===== src/fdmd_pkg.sv =====
`timescale 1ns / 1ps

package fdmd_pkg;

  // Store depth and derived widths
  localparam int MAX_FRAME_BYTES = 131072;
  localparam int POS_W           = $clog2(MAX_FRAME_BYTES);

  // Field widths
  localparam int PIX_W  = 8;
  localparam int LEN_W  = 18;
  localparam int SENS_W = 12;
  localparam int SUM_W  = 25;
  localparam int PROD_W = SENS_W + LEN_W;
  localparam int DIFF_W = PIX_W;

  localparam logic [SUM_W-1:0] SUM_MAX = '1;

  // Configuration port
  localparam int DATA_W    = 32;
  localparam int ADDR_W    = 3;
  localparam int REG_IDX_W = 1;

  localparam logic [REG_IDX_W-1:0] REG_FRAME_BYTES = 1'd0;
  localparam logic [REG_IDX_W-1:0] REG_SENSITIVITY = 1'd1;

  localparam logic [LEN_W-1:0]  FRAME_BYTES_RST = 18'd76800;
  localparam logic [SENS_W-1:0] SENSITIVITY_RST = 12'd160;

  // Word handed from the front stage to the accumulate stage
  typedef struct packed {
    logic              cmp;   // compare against stored byte
    logic              res;   // last byte of a compared frame
    logic              last;  // last byte of any frame
    logic [PIX_W-1:0]  px;
    logic [PROD_W-1:0] rhs;   // sensitivity_q4 * effective length
  } s1_word_t;

endpackage


===== src/fdmd_accum.sv =====
`timescale 1ns / 1ps

module fdmd_accum
  import fdmd_pkg::*;
(
  input  logic             clk,
  input  logic             rst_n,
  input  logic             s1_valid,
  input  s1_word_t         s1_word,
  input  logic [PIX_W-1:0] old_byte,
  output logic             stall,
  output logic             out_valid,
  input  logic             out_ready,
  output logic             out_motion_detected,
  output logic [SUM_W-1:0] out_difference_sum
);

  logic [SUM_W-1:0]  sum_r, sum_nxt;
  logic              s2_res_r;
  logic [SUM_W-1:0]  s2_sum_r;
  logic [PROD_W-1:0] s2_rhs_r;
  logic              out_valid_r, out_valid_nxt;
  logic              motion_r;
  logic [SUM_W-1:0]  out_sum_r;

  logic [DIFF_W-1:0] diff;
  logic [SUM_W:0]    sum_wide;
  logic [SUM_W-1:0]  sum_sat;

  // Hold everything only when a finished result cannot move on
  assign stall = s2_res_r && out_valid_r && !out_ready;

  always_comb begin
    diff     = (s1_word.px >= old_byte) ? (s1_word.px - old_byte) : (old_byte - s1_word.px);
    sum_wide = {1'b0, sum_r} + (SUM_W + 1)'(diff);
    sum_sat  = sum_wide[SUM_W] ? SUM_MAX : sum_wide[SUM_W-1:0];
    sum_nxt  = sum_r;
    if (s1_valid) begin
      if (s1_word.last) begin
        sum_nxt = '0;
      end else if (s1_word.cmp) begin
        sum_nxt = sum_sat;
      end
    end
  end

  always_comb begin
    out_valid_nxt = out_valid_r;
    if (out_valid_r && out_ready) begin
      out_valid_nxt = 1'b0;
    end
    if (!stall && s2_res_r) begin
      out_valid_nxt = 1'b1;
    end
  end

  always_ff @(posedge clk) begin
    if (!rst_n) begin
      sum_r       <= '0;
      s2_res_r    <= 1'b0;
      out_valid_r <= 1'b0;
    end else begin
      out_valid_r <= out_valid_nxt;
      if (!stall) begin
        sum_r    <= sum_nxt;
        s2_res_r <= s1_valid && s1_word.res;
      end
    end
  end

  always_ff @(posedge clk) begin
    if (!stall) begin
      s2_sum_r <= sum_sat;
      s2_rhs_r <= s1_word.rhs;
      if (s2_res_r) begin
        motion_r  <= PROD_W'({s2_sum_r, 4'b0000}) > s2_rhs_r;
        out_sum_r <= s2_sum_r;
      end
    end
  end

  assign out_valid           = out_valid_r;
  assign out_motion_detected = motion_r;
  assign out_difference_sum  = out_sum_r;

endmodule


===== config.mk =====
export PLATFORM = sky130hd
export DESIGN_NAME = fdmd_accum
export DESIGN_NICKNAME = d
export VERILOG_FILES = /design/src/fdmd_pkg.sv /design/src/fdmd_accum.sv
export SDC_FILE = /design/constraint.sdc
export NUM_CORES = 1
export LEC_CHECK = 0
export BUFFER_PORTS_ARGS = -buffer_cell sky130_fd_sc_hd__buf_2
export CAP_MARGIN = 10
export CORE_ASPECT_RATIO = 0.75
export CORE_MARGIN = 5
export CORE_UTILIZATION = 35
export DETAILED_ROUTE_END_ITERATION = 12
export PLACE_DENSITY = 0.62
export RECOVER_POWER = 25
export REMOVE_ABC_BUFFERS = 1
export SETUP_SLACK_MARGIN = 0.2
export SKIP_CTS_REPAIR_TIMING = 1
export SYNTH_ARGS = -nofsm -noshare
export SYNTH_HDL_FRONTEND = slang
export SYNTH_SLANG_ARGS = --single-unit

===== constraint.sdc =====
create_clock -name clk -period 5.8 [get_ports clk]
set_clock_uncertainty 0.05 [all_clocks]
set_input_delay 0.87 -clock clk [delete_from_list [all_inputs] [get_ports clk]]
set_output_delay 0.87 -clock clk [all_outputs]
set_load 0.01 [all_outputs]

# Word level (Yosys, flattened, before mapping)
# Cells that the tools add are included.
# classes
addsub	3
n_mul	0
div_mod_pow	0
order_cmp	2
n_eq_ne	0
shifts	0
muxes	6
n_bitwise	1
reduce_logical	11
# op_table
op	count
25-bit two-way mux	3
29-bit by 30-bit > comparator with 1-bit output	1
25-bit by 8-bit adder with 26-bit output	1
8-bit subtractor	2
8-bit >= comparator	1
8-bit two-way mux	1
1-bit logical AND	5
2-bit nonzero test	2
3-bit AND reduction	1
1-bit zero test	2
1-bit two-way mux	2
2-bit AND reduction	1
1-bit inverter	1
# totals
ff_bits	108
latch_bits	0
ram_bits	0
romBits	0
inputBits	53
out_inout_bits	28
word_cells	30
n_memories	0

# Longest topological paths before layout
# depth
depth_word	6
mapped_depth	20
mapped_depth_nobuf	17

# Worst setup path after synthesis
# No wires, ideal clock.
# synth_timing
path_kind	input to register
startpoint	input port s1_word[30] in the netlist's numbering
endpoint	register s2_sum_r[19] (data pin)
setup_ns	0.262
arrival_time_ns	4.364
path_slack_ns	1.124
cell_stages	18
n_path_buf	2
path_cell_list	inv_1 > ha_1 > inv_1 > fa_1 > a21o_1 > a21oi_1 > a31oi_1 > a211o_1 > buf_2 > mux2_1 > ha_1 > a21oi_1 > nand4b_1 > a311oi_2 > buf_6 > nand3_4 > nor3_2 > mux2_1
# synth_between
elab_chain_cells	4
# synth_lines
element	line_no	text
from (decl)	fdmd_accum.sv:9	input s1_word_t s1_word,
8-bit subtractor or 8-bit >= comparator (tied branches)	fdmd_accum.sv:34	diff = (s1_word.px >= old_byte) ? (s1_word.px - old_byte) : (old_byte - s1_word.px);
8-bit two-way mux *	fdmd_accum.sv:34	
25-bit by 8-bit adder with 26-bit output *	fdmd_accum.sv:35	sum_wide = {1'b0, sum_r} + (SUM_W + 1)'(diff);
25-bit two-way mux *	fdmd_accum.sv:36	sum_sat = sum_wide[SUM_W] ? SUM_MAX : sum_wide[SUM_W-1:0];
net sum_sat[19]	fdmd_accum.sv:28	logic [SUM_W-1:0] sum_sat;
to (signal assigned)	fdmd_accum.sv:73	s2_sum_r <= sum_sat;
to (decl)	fdmd_accum.sv:20	logic [SUM_W-1:0] s2_sum_r;
# Mark *: on every way through the listed nets, which the timed path passes. The rest lies on a longest branch.
# A chain may end at the register's enable or synchronous reset.

# Worst setup path in the final report
# Same ends and word-level chain as after synthesis.

==> metrics.md <==
| Metric | Value |
|---|---|
| Status | `completed` |
| Reg2Reg Capture Point | `s2_sum_r[19]` |
| Reg-to-reg slack, setup | `3.06 ns` |
| Final ANT Viol Nets | `0` |
| Total placed cells including tap cells | `790` |
| Fin. max-slew vios | `0` |
| Clock root buffer | `clkbuf_16` |
| WP data required | `5.84 ns` |
| Global route total overflow | `0` |
| DR WL met3 | `710 µm` |
| Fin crit period | `between 5 and 6 ns` |
| CTS Buf Count | `9` |
| Hold Vio Cnt, Final | `0` |
| Top sig layer | `met4` |
| Min setup slack post-route | `0.7977 ns` |
| Worst reg-to-reg path cell count | `8` |
| Crit. End Element | `flip-flop` |
| Max-cap violation count | `0` |
| Clk_lat worst skew | `0.35 ns` |
| Worst Hold Launch | `s2_sum_r[13]` |
| Die W | `about 160 µm` |
| Synthesized flop and latch total | `108` |
| Area growth, synth to finish | `15.69%` |
| Register area share after synthesis | `51.71%` |
| Die height | `between 100 and 150 µm` |
| Initial core utilization | `a little over a third` |
| Type of the most critical hold path | `reg2reg` |
| CTS tree | `yes` |
| Final TNS setup | `0 ns` |
| PD cells | `between 200 and 300 nW/µm²` |
| Initial drt markers | `207` |
| Vias in the first global route | `4122` |
| Reg clk slew, reported paths | `~0.07 ns` |
| Placed cell areas | `6386 µm²` |
| Via count | `between 4000 and 5000` |
| VDD IR-drop max | `0.1369 mV` |
| WS Path Type | `in2reg` |
| CTS H-tree depth | `3` |
| Warnings, synthesis | `0` |
| Min Hold Slack | `about 0.41 ns` |
| Largest net degree at the start of global routing | `52` |
| First-pass GRT wire length | `19600 µm` |
| DRC viols | `0` |
| LEAKAGE | `approximately 2.9 nW` |
| Row count | `40` |
| Worst slew pin tran | `0.7690 ns` |
| Fin area | `6651 µm²` |
| Mapped Cells | `507` |
| Critical Path Fanout Max | `8` |
| RSZ-0062 raised after global routing | `no` |
| GPL Wtd Cong | `a little under 0.9` |
| Final wirelength | `12090 µm` |
| Post-place setup slack | `between 0.4 and 0.5 ns` |
| WL per Instance | `15.00 µm` |
| Yosys cell types | `58` |
| Post-Syn Area | `5749 µm²` |
| Most frequent cells in the layout | `81 x edfxtp_1, 80 x buf_2, 56 x inv_1, 48 x ha_1, 36 x nand2_1` |
| CP startpoint | `s1_word[30]` |
| DR pass1 iterations | `4` |
| Ant. Diodes | `0` |
| FF-to-FF Start | `sum_r[1]` |
| Primary FF master, synth | `edfxtp_1` |
| Final core occ | `between 40% and 50%` |
| Non-filler instance count after layout | `806` |
| Port buffer count | `80` |
| Layout cells sized above 1 | `18.79%` |
| Clock sinks | `108` |
| Post-DP HPWL | `9231 µm` |
| Core area | `16070 µm²` |
| Worst Path Arrival | `5.04 ns` |
| Clock buffer depth | `2` |
| DRT met1 WL | `approximately 5800 µm` |
| NumNets Final | `695` |
| Max Fclk | `between 0.15 and 0.2 GHz` |
| Final period utilization | `86.25%` |
| Design Power | `1.780 mW` |
| WHS Endpoint | `out_difference_sum[13]` |
| Final setup viols | `0` |
| Total track usage | `roughly an eighth` |
| IO Count | `81` |
| DR WL met2 | `about 5400 µm` |
| Initial antenna violation count | `0` |
| Post-synth EDFFs | `81` |
| Commonest non-fill, non-tap cell in the layout | `edfxtp_1` |
| Post-DR vias/cell | `4.995` |
| Syn Area/Cell | `around 11 µm²` |
| Worst Setup Start Kind | `input pin` |
| Relative slew margins | `48.62%` |
| Die area | `19120 µm²` |
| Hold path depth | `0` |
| Ys async rst share | `0%` |
routing by layer:
metal,global-route usage (%),vias up
met2,20.01,93
met5,0,-
met1,17.41,1887
li1,-,2032
met3,2.638,14
met4,5.061,0
cell usage after synthesis (all sizes together), types with 7 or more instances:
library cell | number | area (µm²)
a22o | 7 | 61.31
ha | 48 | 600.6
a21oi | 35 | 182.7
nor2 | 23 | 86.33
nand3 | 10 | 62.56
mux2i | 7 | 70.07
dfxtp | 27 | 540.5
nand2 | 36 | 135.1
edfxtp | 81 | 2432
clkbuf | 7 | 26.28
o21ai | 17 | 85.08
a21o | 8 | 60.06
nand2b | 8 | 50.05
inv | 56 | 210.2
xnor2 | 11 | 96.34
nor3 | 14 | 101.4
a211oi | 8 | 60.06
nand4 | 11 | 105.1
o21a | 9 | 67.56
and3 | 7 | 43.79
logic make-up (layout without fill, tap and decap cells):
| group | count (synthesis) | after routing | synth area share, % |
|---|---|---|---|
| multiplexers | 12 | 12 | 2.198 |
| flip-flops | 108 | 108 | 51.71 |
| adder cells (fa/ha/maj) | 51 | 51 | 11.49 |
| buffers and inverters | 68 | 157 | 4.810 |
| XOR/XNOR | 17 | 17 | 2.590 |
| AO/OA/AOI/OAI | 116 | 116 | 13.91 |
| AND/OR/NAND/NOR | 135 | 135 | 13.30 |
cell type report:
cell class / count / area [µm²]
sequential: 108 / 2973
timing repair buffer: 85 / 437.9
multi-input combinational: 331 / 2502
clock inverter: 2 / 11.26
inverter: 56 / 210.2
fill: 1540 / 9414
tap: 210 / 262.8
clock buffer: 14 / 254.0
worst max-delay path, stage by stage:
cell	delay, ns
buf_2	0.10
inv_1	0.05
ha_1	0.15
inv_1	0.05
fa_1	0.38
a21o_1	0.18
a21oi_1	0.22
a31oi_1	0.14
a211o_1	0.38
o31ai_1	0.27
o211ai_1	0.16
ha_1	0.40
o21a_1	0.18
a21oi_1	0.08
a311oi_2	0.48
buf_4	0.27
nand3_4	0.12
nor3_2	0.23
mux2_1	0.33
how the worst max path moves through the flow:
stage                               to  slack [ns]
after floorplan              sum_r[18]        0.76
after global placement    s2_sum_r[19]        0.60
after detailed placement  s2_sum_r[19]        0.45
after CTS                 s2_sum_r[19]        0.81
after global routing      s2_sum_r[19]        0.39
final                     s2_sum_r[19]        0.80
sequential cells by signal, summed over array words and instances (netlist names):
| register | cells |
|---|---|
| sum_r | 25 |
| s2_sum_r | 25 |
| out_difference_sum | 25 |
| s2_res_r | 1 |
| out_valid | 1 |
| s2_rhs_r | 30 |
| out_motion_detected | 1 |
report_power, final:
| group | leakage [nW] | switching, mW | internal [mW] |
|---|---|---|---|
| clock network | 0.131 | 0.259 | 0.304 |
| logic | 1.72 | 0.167 | 0.126 |
| registers | 1.06 | 0.0300 | 0.893 |
| total | 2.91 | 0.457 | 1.32 |
(Power assumes the default switching activity.)
