===== src/fdmd_pkg.sv =====
`timescale 1ns / 1ps

package fdmd_pkg;

  // Store depth and derived widths
  localparam int MAX_FRAME_BYTES = 131072;
  localparam int POS_W           = $clog2(MAX_FRAME_BYTES);

  // Field widths
  localparam int PIX_W  = 8;
  localparam int LEN_W  = 18;
  localparam int SENS_W = 12;
  localparam int SUM_W  = 25;
  localparam int PROD_W = SENS_W + LEN_W;
  localparam int DIFF_W = PIX_W;

  localparam logic [SUM_W-1:0] SUM_MAX = '1;

  // Configuration port
  localparam int DATA_W    = 32;
  localparam int ADDR_W    = 3;
  localparam int REG_IDX_W = 1;

  localparam logic [REG_IDX_W-1:0] REG_FRAME_BYTES = 1'd0;
  localparam logic [REG_IDX_W-1:0] REG_SENSITIVITY = 1'd1;

  localparam logic [LEN_W-1:0]  FRAME_BYTES_RST = 18'd76800;
  localparam logic [SENS_W-1:0] SENSITIVITY_RST = 12'd160;

  // Word handed from the front stage to the accumulate stage
  typedef struct packed {
    logic              cmp;   // compare against stored byte
    logic              res;   // last byte of a compared frame
    logic              last;  // last byte of any frame
    logic [PIX_W-1:0]  px;
    logic [PROD_W-1:0] rhs;   // sensitivity_q4 * effective length
  } s1_word_t;

endpackage


===== src/fdmd_front.sv =====
`timescale 1ns / 1ps

module fdmd_front
  import fdmd_pkg::*;
(
  input  logic              clk,
  input  logic              rst_n,
  input  logic              accept,
  input  logic              stall,
  input  logic [PIX_W-1:0]  pixel_byte,
  input  logic [LEN_W-1:0]  frame_bytes,
  input  logic [SENS_W-1:0] sensitivity_q4,
  output logic              ram_we,
  output logic              ram_re,
  output logic [POS_W-1:0]  ram_addr,
  output logic [PIX_W-1:0]  ram_wdata,
  output logic              s1_valid,
  output s1_word_t          s1_word
);

  logic [POS_W-1:0] pos_r, pos_nxt;
  logic             skip_r, skip_nxt;
  logic             have_prev_r, have_prev_nxt;
  logic             s1_valid_r;
  s1_word_t         s1_word_r;

  logic [LEN_W-1:0] len_eff;
  logic [POS_W-1:0] pos_cur;
  logic             last;
  logic             proc;

  always_comb begin
    if (frame_bytes == '0) begin
      len_eff = LEN_W'(1);
    end else if (32'(frame_bytes) > MAX_FRAME_BYTES) begin
      len_eff = LEN_W'(MAX_FRAME_BYTES);
    end else begin
      len_eff = frame_bytes;
    end
  end

  // Clamp the position when the length shrank mid-frame
  always_comb begin
    if (32'(pos_r) >= 32'(len_eff)) begin
      pos_cur = POS_W'(len_eff - LEN_W'(1));
    end else begin
      pos_cur = pos_r;
    end
    last = (32'(pos_cur) + 32'd1) >= 32'(len_eff);
    proc = !skip_r;
  end

  assign ram_we    = accept && proc;
  assign ram_re    = accept && proc && have_prev_r;
  assign ram_addr  = pos_cur;
  assign ram_wdata = pixel_byte;

  always_comb begin
    pos_nxt       = pos_r;
    skip_nxt      = skip_r;
    have_prev_nxt = have_prev_r;
    if (accept) begin
      if (last) begin
        pos_nxt  = '0;
        skip_nxt = !skip_r;
        if (proc) begin
          have_prev_nxt = 1'b1;
        end
      end else begin
        pos_nxt = pos_cur + POS_W'(1);
      end
    end
  end

  always_ff @(posedge clk) begin
    if (!rst_n) begin
      pos_r       <= '0;
      skip_r      <= 1'b0;
      have_prev_r <= 1'b0;
      s1_valid_r  <= 1'b0;
    end else begin
      pos_r       <= pos_nxt;
      skip_r      <= skip_nxt;
      have_prev_r <= have_prev_nxt;
      if (!stall) begin
        s1_valid_r <= accept;
      end
    end
  end

  always_ff @(posedge clk) begin
    if (accept) begin
      s1_word_r.cmp  <= proc && have_prev_r;
      s1_word_r.res  <= proc && have_prev_r && last;
      s1_word_r.last <= last;
      s1_word_r.px   <= pixel_byte;
      s1_word_r.rhs  <= PROD_W'(sensitivity_q4) * PROD_W'(len_eff);
    end
  end

  assign s1_valid = s1_valid_r;
  assign s1_word  = s1_word_r;

endmodule


===== config.mk =====
export PLATFORM = sky130hd
export DESIGN_NAME = fdmd_front
export DESIGN_NICKNAME = d
export VERILOG_FILES = /design/src/fdmd_pkg.sv /design/src/fdmd_front.sv
export SDC_FILE = /design/constraint.sdc
export NUM_CORES = 1
export LEC_CHECK = 0
export BUFFER_PORTS_ARGS = -buffer_cell sky130_fd_sc_hd__buf_4
export CORE_MARGIN = 2
export CORE_UTILIZATION = 25
export CTS_CLUSTER_SIZE = 12
export DETAILED_ROUTE_END_ITERATION = 10
export SYNTH_ARGS = -nofsm -noshare
export SYNTH_HDL_FRONTEND = slang
export SYNTH_SLANG_ARGS = --single-unit

===== constraint.sdc =====
create_clock -name clk -period 6.87 [get_ports clk]
set_input_delay 0.3435 -clock clk [delete_from_list [all_inputs] [get_ports clk]]
set_output_delay 0.3435 -clock clk [all_outputs]
set_load 0.01 [all_outputs]

Word-level counts from Yosys, hierarchy flattened:

Cells that the tools add are included.

* register bits after elaboration: 61
* bits in latches: 0
* memory bits (writable): 0
* bits in read-only memories: 0
* bits of input ports: 42
* output and inout port bits: 69
* word-level logic and storage cells: 29
* memories kept: 0

* add/subtract/negate cells: 3
* multipliers: 1
* div/mod/pow operators: 0
* order comparisons: 3
* equal/unequal tests: 0
* shifts and indexed selects: 0
* multiplexer cells: 4
* bitwise logic cells: 1
* reductions and logical operators: 8

Operator list (number)
* two-way mux 18 bit: 2
* two-way mux 17 bit: 2
* multiplier 12 x 18 -> 30 bit: 1
* adder 17 x 1 -> 18 bit (second input constant): 1
* >= comparator 17 x 18 -> 1 bit: 1
* >= comparator 18 bit: 1
* > comparator 18 bit (second input constant): 1
* zero test 18 bit: 1
* adder 17 x 1 -> 17 bit (second input constant): 1
* subtractor 17 x 1 -> 17 bit (second input constant): 1
* logical AND 1 bit: 4
* AND reduction 3 bit: 1
* AND reduction 2 bit: 1
* zero test 1 bit: 1
* NOT 1 bit: 1

Longest topological paths before layout:

Gate-level depths: netlist of run 1.

* depth in word-level cells: 8
* mapped depth: 31
* mapped depth without buffers: 24

Worst setup path after synthesis of run 1:

OpenSTA, ideal clock, no wires.

* kind: input-to-reg
* start point: in frame_bytes[13]
* end point: reg pos_r[10]
* library setup time: 0.060 ns
* data arrival time: 6.804 ns
* data required time: 6.810 ns
* slack: 0.006 ns
* cell stages on the path: 29
* buffers on the path: 5
* path through: or4_4 > or4_4 > o41ai_4 > clkbuf_1 > ha_1 > nand2b_1 > a211oi_1 > o21ai_0 > and3_1 > o221ai_1 > buf_2 > buf_2 > buf_2 > nor2_1 > a21oi_1 > ha_1 > nand3_1 > xnor2_1 > ha_1 > a21o_1 > a21o_1 > a21oi_1 > o2111ai_1 > a2111oi_0 > o21bai_1 > nor2_1 > and2_1 > clkbuf_1 > a22o_1

* cells in the longest elaborated chain, start to end: 8
* elaborated cells on any way between the ends: 11
* classes of those cells: add/sub: 3; order compare: 3; mux: 4; reduce/logical: 1

RTL lines
* from (decl): line fdmd_front.sv:11 `input logic [LEN_W-1:0] frame_bytes,`
* > comparator 18 bit: line fdmd_front.sv:35 `end else if (32'(frame_bytes) > MAX_FRAME_BYTES) begin`
* two-way mux 18 bit: line fdmd_front.sv:35
* two-way mux 18 bit (*): line fdmd_front.sv:33 `if (frame_bytes == '0) begin`
* subtractor 17 x 1 -> 17 bit / >= comparator 17 x 18 -> 1 bit (equally long branches): line fdmd_front.sv:45, fdmd_front.sv:44
* two-way mux 17 bit (*): line fdmd_front.sv:44 `if (32'(pos_r) >= 32'(len_eff)) begin`
* net ram_addr[0]: line fdmd_front.sv:15 `output logic [POS_W-1:0] ram_addr,`
* adder 17 x 1 -> 18 bit (*): line fdmd_front.sv:49 `last = (32'(pos_cur) + 32'd1) >= 32'(len_eff);`
* >= comparator 18 bit (*): line fdmd_front.sv:49
* net last: line fdmd_front.sv:29 `logic last;`
* two-way mux 17 bit (*): line fdmd_front.sv:63 `if (last) begin`
* to (signal assigned): line fdmd_front.sv:82 `pos_r <= pos_nxt;`
* to (decl): line fdmd_front.sv:21 `logic [POS_W-1:0] pos_r, pos_nxt;`

The timed path passes the listed nets; every way through them passes the cells marked *.
A chain may end at the register's enable or synchronous reset.

Final worst setup path of run 1:

* start point: in frame_bytes[13]
* end point: reg s1_word_r (netlist bit s1_word[27]), data pin

* cells in the longest elaborated chain, start to end: 4
* elaborated cells on any way between the ends: 5
* classes of those cells: mul: 1; order compare: 1; mux: 2; reduce/logical: 1

RTL lines
* > comparator 18 bit: line fdmd_front.sv:35
* two-way mux 18 bit: line fdmd_front.sv:35
* two-way mux 18 bit (*): line fdmd_front.sv:33
* multiplier 12 x 18 -> 30 bit (*): line fdmd_front.sv:97 `s1_word_r.rhs <= PROD_W'(sensitivity_q4) * PROD_W'(len_eff);`
* to (decl): line fdmd_front.sv:25 `s1_word_t s1_word_r;`

Every way passes the cells marked *; elsewhere a longest branch is shown, timed or not.

==> summary.txt, run 1 <==
Status
  • Outcome: finished, final reports clean

Logic synthesis
  • Post-synthesis sequential area ratio: 0.150
  • Unique masters post-synth: 62
  • Post-synthesis cell count: 1225
  • Synth Net Count: 1532
  • Mapped Area: 10900 µm²
  • Register bit total from synthesis: 61
  • Post-synth EDFFs: between 40 and 50
  • Primary FF master, synth: edfxtp_1
  • Synth area leader: fa_1
  • Syn. warnings: 0
  • Top cell type's share of synthesized area: 0.295
  • Post-Syn Area per Cell: about 8.9 µm²
  • Most area-consuming cells after synthesis: fa_1 30%, ha_1 12%, edfxtp_1 11%
  • Async S/R FF share, synth: 0

Setup path
  • Reg2reg path depth: 21
  • Kind of critical path: input port to register
  • R2R setup slack: 1.97 ns
  • WP data required: 7.05 ns
  • FF-to-FF End: pos_r[16]
  • Startpoint type of the worst setup path: input port
  • Worst Setup End Kind: register
  • Max Fanout on Critical Path: 5
  • Crit path arrival time: ~6.7 ns
  • Worst R2R Start: pos_r[0]

Drt
  • Antenna-violating nets left: 0
  • Final wirelength: 29300 µm
  • Drt initial violations: 523
  • Vias: just under 9000
  • Post-route DRC: 0
  • Via/cell ratio: 4.53
  • Post-DR wirelength/cell: 15.2 µm
  • Detailed Routing Iterations Pass 1: 4

Job
  • Max-cap violations: 0

Global routing
  • Largest net degree at the start of global routing: between 40 and 50
  • Gr usage total: 0.136
  • Via count of the first global-routing pass: 9022
  • Global-route wire length before repair: 47900 µm
  • Gr ovfl total: 0
  • Initial antenna violation count: 0

Min path
  • Hold Crit Endpoint: s1_word[33]
  • Hold wc startpoint: pixel_byte[3]
  • Worst hold path depth: 1
  • Hold Crit Class: input port to register

Finish
  • Diode count: 0
  • Most frequent cells in the layout: 230 x inv_1, 183 x nand2_1, 160 x fa_1, 154 x buf_4, 105 x ha_1
  • Most common cell after layout, fill and taps aside: inv_1
  • Fin util: 0.300
  • Design Area, Final: 12900 µm²
  • Final cell count without fillers: 1924
  • Area growth syn-to-layout: 18.7%
  • Final net count: between 1500 and 2000
  • Layout cells sized above 1: 0.145

Clock tree
  • Clock transition at path regs: around 0.060 ns
  • Total clock sinks: 61
  • CTS tree: built
  • Hold Buf Count CTS: 0
  • Clock latency on the worst-skew pair: 0.35 ns
  • H-tree lvl count: 3
  • Max clock buf depth: 2
  • TritonCTS Buffers: 9
  • Root Buffer: clkbuf_16

Die
  • Die span in y: between 200 and 250 µm
  • # IOs: 111
  • Core ar.: roughly 43000 µm²
  • Row cnt: between 70 and 80
  • Die area: 45100 µm²
  • Initial Util: 0.252
  • Die Wd: 212 µm

Power and ir drop
  • PwrDens: ~220 nW/µm²
  • Tot Pwr: 2.88 mW
  • Worst IR Drop VDD: 135 µV
  • P_leak: 6.32 nW

Timing
  • Final Hold Viols: 0
  • Worst slew pin tran: between 1 and 1.5 ns
  • Endpoints failing setup: 0
  • RSZ-0062 raised after global routing: yes
  • Min Clock Period, post-route: between 6 and 7 ns
  • TNS Setup: 0 ns
  • Relative slew slack: 0.305
  • Final worst path period share: 0.951
  • Fmax: between 150 and 200 MHz
  • Final Worst Setup Slack: between 0.3 and 0.4 ns
  • Clock Skews: 0.00511 ns
  • Max-slew violations: 0
  • WHS: about 0.18 ns

Place
  • Place WS: -0.0337 ns
  • Placed Area: 12500 µm²
  • Placed insts: 1908
  • GP Congestion: 0.865
  • IO buf count: 110
  • HPWL after DPL: approximately 24000 µm
-- report_power, final --
part,internal (mW),switching (mW)
Combinational,0.781,0.970
Sequential,0.542,0.0354
Clock,0.356,0.192
Total,1.68,1.20
-- kinds of logic (layout without fill, tap and decap cells) --
kind of cell               after synthesis  after routing  share of synthesized area
AOI/OAI and AO/OA                      142            142                     0.0886
xor gates and xnor gates                45             45                     0.0377
adders and majority gates              265            265                      0.416
buffers and inverters                  289            403                      0.103
DFF                                     61             61                      0.150
muxes                                   23             23                     0.0225
and+or+nand+nor                        400            400                      0.181
-- worst max-delay path: stages --
cell and delay (ns):
buf_4 0.11, or4_4 0.54, or4_4 0.56, o41ai_4 0.35, nand2_1 0.15, fa_1 0.52, fa_1 0.54, inv_1 0.05
fa_1 0.50, fa_1 0.55, inv_1 0.06, fa_1 0.52, inv_1 0.04, ha_1 0.24, a21oi_1 0.17, nand2_1 0.08
o211ai_1 0.33, a211o_1 0.23, a21oi_1 0.10, o41ai_1 0.32, buf_4 0.18, a21boi_0 0.21
-- cells in the mapped netlist (all sizes together) (9+ instances only) --
| cell type | count |
|---|---|
| nand4 | 11 |
| nor2 | 25 |
| fa | 160 |
| a22o | 12 |
| ha | 105 |
| dfxtp | 20 |
| and2 | 71 |
| nor2b | 30 |
| nand2 | 183 |
| nor3 | 17 |
| mux2i | 18 |
| and3 | 11 |
| edfxtp | 41 |
| clkbuf | 42 |
| inv | 230 |
| a21o | 13 |
| a21oi | 39 |
| nand3 | 22 |
| o21ai | 31 |
| xnor2 | 36 |
| buf | 16 |
| xor2 | 9 |
-- how the worst max path moves through the flow --
stage | start | to | slack (ns) | cells past startpoint
finish | frame_bytes[13] | s1_word[27] | 0.34 | 22
global route | frame_bytes[13] | s1_word[27] | -0.02 | 22
CTS | frame_bytes[13] | s1_word[28] | 0.34 | 28
detailed placement | frame_bytes[13] | s1_word[28] | -0.03 | 28
global placement | frame_bytes[13] | s1_word[29] | 0.04 | 23
floorplan | frame_bytes[13] | pos_r[10] | 0.006 | 29
-- area by class of cell --
| cell class | count | area [µm²] |
|---|---|---|
| clock inverters | 7 | 124 |
| well taps | 585 | 732 |
| repair buffers | 156 | 1190 |
| flip-flops and latches | 61 | 1630 |
| fillers | 4580 | 30100 |
| inverters | 231 | 867 |
| multi-input cells | 875 | 8120 |
| clock buffers | 9 | 225 |
-- sequential cells by signal (all words and copies together), names as in the netlist --
signal,count
skip_r,1
s1_word,41
have_prev_r,1
s1_valid,1
pos_r,17
-- metal layers --
metal,global-route usage,up-vias,part of all wire,routed length (µm)
li1,-,4115,-,-
met1,0.183,4335,0.46,13400
met2,0.229,234,0.48,14100
met3,0.0207,27,0.050,1480
met4,0.0323,0,0.013,392
met5,0,-,0,0
-- repair_timing --
| action | in CTS | in global routing |
|---|---|---|
| buffers inserted | 0 | 0 |
| resized for setup | 0 | 1 |
| endpoints found under the setup margin | 0 | 1 |
Power figures use the tool's default switching activity.
==> run 2: changes to the inputs <==
- CORE_ASPECT_RATIO: default -> 0.9
==> run 2 against run 1 <==
Total power increased by 0.70%. Hold slack got worse by 0.013 ns. Design area increased by 0.55%. Routed wire length grew 3.3%. Maximum frequency rose by 0.49%. Sequential share of layout area decreased by 0.070 points. Non-clock buffer count rose by 18. Final cell count fell by 0.62%. Sequential power decreased by 2%. Register-to-register slack improved by 0.07 ns. Largest cell class unchanged.
==> summary.txt, run 2 (synthesis results as in run 1) <==
Status
  • Outcome: finished, final reports clean

Clock tree
  • Postcts setup bufs: 0 (unchanged)
  • Clock transition at path regs: 0.07 ns (about the same)
  • Clock latency on the worst-skew pair: 0.36 ns (about the same)
  • Post-CTS Resized: 0 (unchanged)
  • TritonCTS Buffers: 9 (unchanged)
  • Root Buffer: clkbuf_16
  • Max clock buf depth: 2 (unchanged)
  • Hold Buf Count CTS: 0 (unchanged)
  • Total clock sinks: 61 (unchanged)
  • CTS tree: built
  • H-tree lvl count: 3 (unchanged)

Power and ir drop
  • PwrDens: 224 nW/µm² (+0.15%)
  • Tot Pwr: 2.90 mW (+0.70%)
  • P_leak: 6.41 nW (+1.3%)
  • Worst IR Drop VDD: 152 µV (+12%)

Drt
  • Detailed Routing Iterations Pass 1: 5 (+1)
  • Via/cell ratio: 4.63 (+2.3%)
  • Post-route DRC: 0 (unchanged)
  • Drt initial violations: 640 (+22%)
  • Final wirelength: 30300 µm (+3.3%)
  • Post-DR wirelength/cell: 15.8 µm (+4.0%)
  • Vias: 8857 (+1.7%)
  • Antenna-violating nets left: 0 (unchanged)

Finish
  • Area growth syn-to-layout: 19.4%
  • Fillcell total: 4552 (-0.61%)
  • Most frequent cells in the layout: 230 x inv_1, 183 x nand2_1, 173 x buf_4, 160 x fa_1, 105 x ha_1
  • Largest register FFs: 41 (unchanged)
  • Final cell count without fillers: 1912 (-0.62%)
  • Most common cell after layout, fill and taps aside: inv_1
  • Design Area, Final: 13000 µm² (+0.55%)
  • Layout cells sized above 1: 0.155 (+0.00987)
  • Final net count: 1659 (+1.1%)
  • Diode count: 0 (unchanged)

Die
  • Core ar.: 42900 µm² (-0.23%)
  • Die area: 45100 µm² (about the same)
  • # IOs: 111 (unchanged)
  • Die Wd: 224 µm (+5.3%)
  • Initial Util: 0.253 (+0.000589)
  • Row cnt: 72 (-5.3%)
  • Die span in y: 202 µm (-5.0%)

Min path
  • Hold Crit Class: input port to register
  • Hold wc startpoint: pixel_byte[5]

Place
  • HPWL after DPL: 24600 µm (+1.7%)
  • GP Congestion: 0.862 (-0.24%)
  • Place WS: -0.0285 ns (+0.00523 ns)
  • IO buf count: 110 (unchanged)
  • Placed Area: 12600 µm² (+0.78%)
  • Placed insts: 1896 (-0.63%)

Global routing
  • Largest net degree at the start of global routing: 44 (-8.3%)
  • Global-route wire length before repair: 49000 µm (+2.2%)
  • Initial antenna violation count: 0 (unchanged)
  • Via count of the first global-routing pass: 9172 (+1.7%)
  • Gr usage total: 0.140 (+0.00363)
  • Gr ovfl total: 0 (unchanged)

Timing
  • Relative slew slack: 0.277 (-0.0278)
  • TNS Setup: 0 ns (unchanged)
  • Min Clock Period, post-route: 6.50 ns (-0.0318 ns)
  • Worst slew pin tran: 1.08 ns (+0.0416 ns)
  • Max-slew violations: 0 (unchanged)
  • Final Worst Setup Slack: 0.367 ns (+0.0318 ns)
  • Clock Skews: 0.00840 ns (+0.00329 ns)
  • Final Hold Viols: 0 (unchanged)
  • Final worst path period share: 0.947 (-0.00463)
  • Endpoints failing setup: 0 (unchanged)
  • Fmax: 154 MHz (+0.49%)
  • RSZ-0062 raised after global routing: no

Job
  • Max-cap violations: 0 (unchanged)

Setup path
  • Worst Setup End Kind: register
  • Startpoint type of the worst setup path: input port
  • CP Launch Point: frame_bytes[13]
  • Kind of critical path: input port to register
  • Worst R2R Start: pos_r[0]
  • Crit path arrival time: 6.61 ns (-0.10 ns)
  • WP data required: 6.98 ns (-0.07 ns)
  • Max Fanout on Critical Path: 3 (-2)
-- run 2: cell count changes in the layout (fill, tap and decap cells not counted) --
cell and change:
buf_4 +19, bufinv_16 -3, clkbuf_16 +3, clkinv_4 -3
clkbuf_1 +2, buf_6 -1, clkbuf_8 +1, clkinv_2 +1
clkinvlp_4 -1
-- run 2: worst paths after layout --
kind / end / slack (ns) / cells past startpoint
worst min register to register: have_prev_r / 0.47 / 1
worst max register to register: pos_r[16] / 2.04 / 21
worst min-delay path: s1_word[35] / 0.17 / 1
worst max-delay path: s1_word[29] / 0.37 / 23
-- run 2: metrics by stage --
step	hold slack, ns	utilization
finish	0.170	0.302
CTS	0.132	0.302
global placement	0.441	0.294
floorplan	0.433	-
detailed placement	0.465	0.294
global route	0.140	0.302
-- run 2: where the power goes --
part	switching, mW	internal, mW	leakage, nW
sequential	0.0254	0.540	0.563
combinational	1.01	0.800	5.68
clock	0.197	0.320	0.161
total	1.24	1.66	6.41
-- run 2: routing by layer --
layer,wire (µm),track usage,vias up,share of wire
met2,14600,0.235,246,0.48
met3,1690,0.0302,34,0.056
met1,13600,0.183,4422,0.45
li1,-,-,4155,-
met4,430,0.0336,0,0.014
met5,0,0,-,0
-- run 2: layout make-up --
cell class              instances  area (µm²)  share of cell area
clock buffers                  15         322              0.0248
clock inverters                 1        5.00            0.000386
inverters                     231         867              0.0669
multi-input cells             875        8120               0.626
flip-flops and latches         61        1630               0.126
well taps                     555         694              0.0536
repair buffers                174        1320               0.102
-- run 2: critical path, cell delays in order --
cell and delay, ns:
buf_4 0.11, or4_4 0.54, or4_4 0.57, o41ai_4 0.31, nand2_1 0.15, fa_1 0.53, fa_1 0.55, inv_1 0.06
fa_1 0.50, fa_1 0.56, inv_1 0.06, fa_1 0.53, inv_1 0.04, ha_1 0.28, o21ai_0 0.09, a22oi_1 0.22
o211ai_1 0.22, a211o_1 0.35, a21oi_1 0.21, o41ai_1 0.11, buf_4 0.14, nand2_1 0.05, o211ai_1 0.08
==> run 3: changes to the inputs <==
- ABC_AREA: default -> 1
- CORE_UTILIZATION: 25 -> 50
- PLACE_DENSITY_LB_ADDON: default -> 0.08
==> run 3 against run 2 <==
Final cell count decreased by 7.4%. Register-to-register slack improved by 0.08 ns. Synthesized cell count increased by 12%. Routed wire length decreased by 8.3%. Global-route usage increased by 11 points. Design area decreased by 3.1%. Maximum frequency increased by 1.5%. Clock power decreased by 1%. Critical endpoint unchanged. Largest power group unchanged.
==> summary.txt, run 3 <==
Clock tree
  • Hold Buf Count CTS: 0 (unchanged)
  • Postcts setup bufs: 0 (unchanged)
  • H-tree lvl count: 3 (unchanged)
  • CTS tree: built
  • Root Buffer: clkbuf_16
  • TritonCTS Buffers: 9 (unchanged)
  • Clock transition at path regs: 0.06 ns (about the same)
  • Clock latency on the worst-skew pair: 0.35 ns (about the same)
  • Max clock buf depth: 2 (unchanged)
  • Total clock sinks: 61 (unchanged)

Timing
  • Final worst path period share: 0.933 (-0.0136)
  • Min Clock Period, post-route: 6.41 ns (-0.0937 ns)
  • Relative slew slack: 0.462 (+0.185)
  • Final Hold Viols: 0 (unchanged)
  • Endpoints failing setup: 0 (unchanged)
  • WHS: 0.182 ns (+0.0115 ns)
  • Fmax: 156 MHz (+1.5%)
  • RSZ-0062 raised after global routing: no
  • TNS Setup: 0 ns (unchanged)
  • Worst slew pin tran: 0.806 ns (-0.276 ns)
  • Clock Skews: 0.00657 ns (-0.00182 ns)
  • Max-slew violations: 0 (unchanged)

Logic synthesis
  • Mapped Area: 11100 µm² (+2.0%)
  • Most area-consuming cells after synthesis: fa_1 29%, ha_1 12%, edfxtp_1 11%
  • Async S/R FF share, synth: 0 (unchanged)
  • Top cell type's share of synthesized area: 0.289 (-0.00577)
  • Synth area leader: fa_1
  • Register bit total from synthesis: 61 (unchanged)
  • Count leader, synth: nand2_1
  • Most common library cells after synthesis: 311 x nand2_1, 265 x inv_1, 160 x fa_1
  • Post-synthesis cell count: 1370 (+12%)
  • Post-Syn Area per Cell: 8.08 µm² (-8.8%)
  • Post-synthesis sequential area ratio: 0.147 (-0.00294)
  • Unique masters post-synth: 52 (-16%)
  • Primary FF master, synth: edfxtp_1
  • Post-synth EDFFs: 41 (unchanged)
  • Syn. warnings: 0 (unchanged)
  • Synth Net Count: 1677 (+9.5%)

Power and ir drop
  • Switching Share: 0.435 (+0.00774)
  • Tot Pwr: 2.78 mW (-4.2%)
  • Logic pwr share: 0.612 (-0.014)
  • Cell-internal power: 1.57 mW (-5.5%)
  • Worst IR Drop VDD: 170 µV (+13%)
  • PwrDens: 221 nW/µm² (-1.1%)
  • Clock Power Share: 0.185 (+0.006)
  • P_leak: 6.52 nW (+1.8%)
  • Flop pwr share: 0.203 (+0.008)
  • NetSw: 1.21 mW (-2.4%)

Finish
  • Diode count: 0 (unchanged)
  • Largest register FFs: 41 (unchanged)
  • Final net count: 1781 (+7.4%)
  • Design Area, Final: 12600 µm² (-3.1%)
  • Fin util: 0.578 (+0.276)
  • Most common cell after layout, fill and taps aside: nand2_1
  • Most frequent cells in the layout: 311 x nand2_1, 265 x inv_1, 160 x fa_1, 140 x buf_4, 112 x nor2_1
  • Fillcell total: 2082 (-54%)
  • Area growth syn-to-layout: 13.4%
  • Layout cells sized above 1: 0.168 (+0.0136)

Global routing
  • Largest net degree at the start of global routing: 29 (-34%)
  • Initial antenna violation count: 0 (unchanged)
  • Gr ovfl total: 0 (unchanged)
  • Via count of the first global-routing pass: 8955 (-2.4%)
  • Gr usage total: 0.246 (+0.107)
  • Global-route wire length before repair: 45600 µm (-6.9%)

Die
  • Row cnt: 51 (-29%)
  • Core ar.: 21700 µm² (-49%)
  • # IOs: 111 (unchanged)
  • Die span in y: 145 µm (-28%)
  • Die area: 23300 µm² (-48%)
  • Die Wd: 161 µm (-28%)
  • Initial Util: 0.510 (+0.257)

Drt
  • Post-route DRC: 0 (unchanged)
  • Antenna-violating nets left: 0 (unchanged)
  • Detailed Routing Iterations Pass 1: 6 (+1)
  • Vias: 9099 (+2.7%)
  • Post-DR wirelength/cell: 15.7 µm (-1.0%)
  • Drt initial violations: 634 (-0.94%)
  • Final wirelength: 27700 µm (-8.3%)
  • Via/cell ratio: 5.14 (+11%)

Setup path
  • Startpoint type of the worst setup path: input port
  • Kind of critical path: input port to register
  • WP data required: 6.95 ns (-0.03 ns)
  • Max Fanout on Critical Path: 25 (+22)
  • Crit path arrival time: 6.49 ns (-0.12 ns)
  • Worst Setup End Kind: register

Place
  • Placed Area: 12200 µm² (-3.2%)
  • IO buf count: 110 (unchanged)
  • HPWL after DPL: 23000 µm (-6.5%)
  • GP Congestion: 0.895 (+3.7%)

Min path
  • Hold Crit Class: input port to register

Job
  • Max-cap violations: 0 (unchanged)

Status
  • Outcome: finished, final reports clean
## run 3: changes by cell type in the layout (fill, tap and decap cells not counted), sizes merged, moves of 18 or more
cell	previous run	this run
a21oi	39	65
nand3	22	51
mux2i	18	0
xnor2	36	12
inv	230	279
nor2b	30	0
buf	174	141
and2	71	6
nor2	25	126
nand2	183	346
## run 3: path summary, 6_finish.rpt
| path | from | depth (start not counted) | slack, ns | to |
|---|---|---|---|---|
| hold reg to reg | pos_r[0] | 2 | 0.48 | pos_r[0] |
| setup reg to reg | pos_r[15] | 25 | 2.12 | pos_r[15] |
| setup / recovery | frame_bytes[4] | 28 | 0.46 | s1_word[29] |
| hold / removal | pixel_byte[0] | 1 | 0.18 | s1_word[30] |
## run 3: power by group through the flow
stage,sequential [mW],combinational [mW],clock (mW)
CTS,0.566,1.72,0.522
global placement,0.573,1.69,0
finish,0.565,1.70,0.513
detailed placement,0.573,1.70,0
global route,0.573,1.96,0.531
floorplan,0.616,1.19,0
## run 3: critical path, cell delays in order
cell      delay [ns]
buf_4           0.15
nor2_1          0.24
nand3_1         0.11
nor2_1          0.13
nand2_2         0.10
nand2_8         0.20
nand2_2         0.09
inv_2           0.20
nand2_1         0.11
fa_1            0.54
inv_1           0.05
fa_1            0.47
fa_1            0.51
inv_1           0.05
fa_1            0.50
fa_1            0.54
inv_1           0.04
ha_1            0.33
a21oi_1         0.15
o21ai_0         0.12
nand2_1         0.08
o211ai_1        0.09
a31oi_1         0.35
o21bai_1        0.19
a21o_1          0.22
a21boi_1        0.25
o21ai_0         0.17
xor2_1          0.16
## run 3: routing by layer
layer	vias up	track usage	part of all wire
met1	4422	0.357	0.46
met3	31	0.0323	0.058
met4	0	0.0554	0.015
met5	-	0	0
met2	256	0.395	0.47
li1	4390	-	-
## run 3: what timing repair did
action,CTS,global route
setup endpoints to repair,0,5
gates resized for setup,0,3
hold endpoints to repair,0,0
## run 3: logic make-up (layout without fill, tap and decap cells)
| kind of cell | count (synthesis) | in the layout | synth area share |
|---|---|---|---|
| adder cells (fa/ha/maj) | 265 | 265 | 0.408 |
| flip-flops | 61 | 61 | 0.147 |
| AO/OA/AOI/OAI | 126 | 126 | 0.0712 |
| XOR/XNOR | 34 | 34 | 0.0283 |
| buffers and inverters | 331 | 440 | 0.121 |
| AND/OR/NAND/NOR | 553 | 553 | 0.224 |
## run 3: final cells by class
class	instances	area, µm²	share of cell area
inverters	283	1060	0.0848
flip-flops and latches	61	1630	0.130
well taps	291	364	0.0290
multi-input cells	978	8100	0.646
repair buffers	141	1070	0.0853
clock buffers	10	229	0.0182
clock inverters	6	87.6	0.00698
## run 3: metrics by stage
stage          worst slack [ns]  instances
5_1_grt                  0.0804       1770
4_1_cts                   0.320       1770
3_3_place_gp          -0.000745       1754
3_5_place_dp            -0.0389       1754
6_report                  0.461       1770
2_1_floorplan             0.474       1370
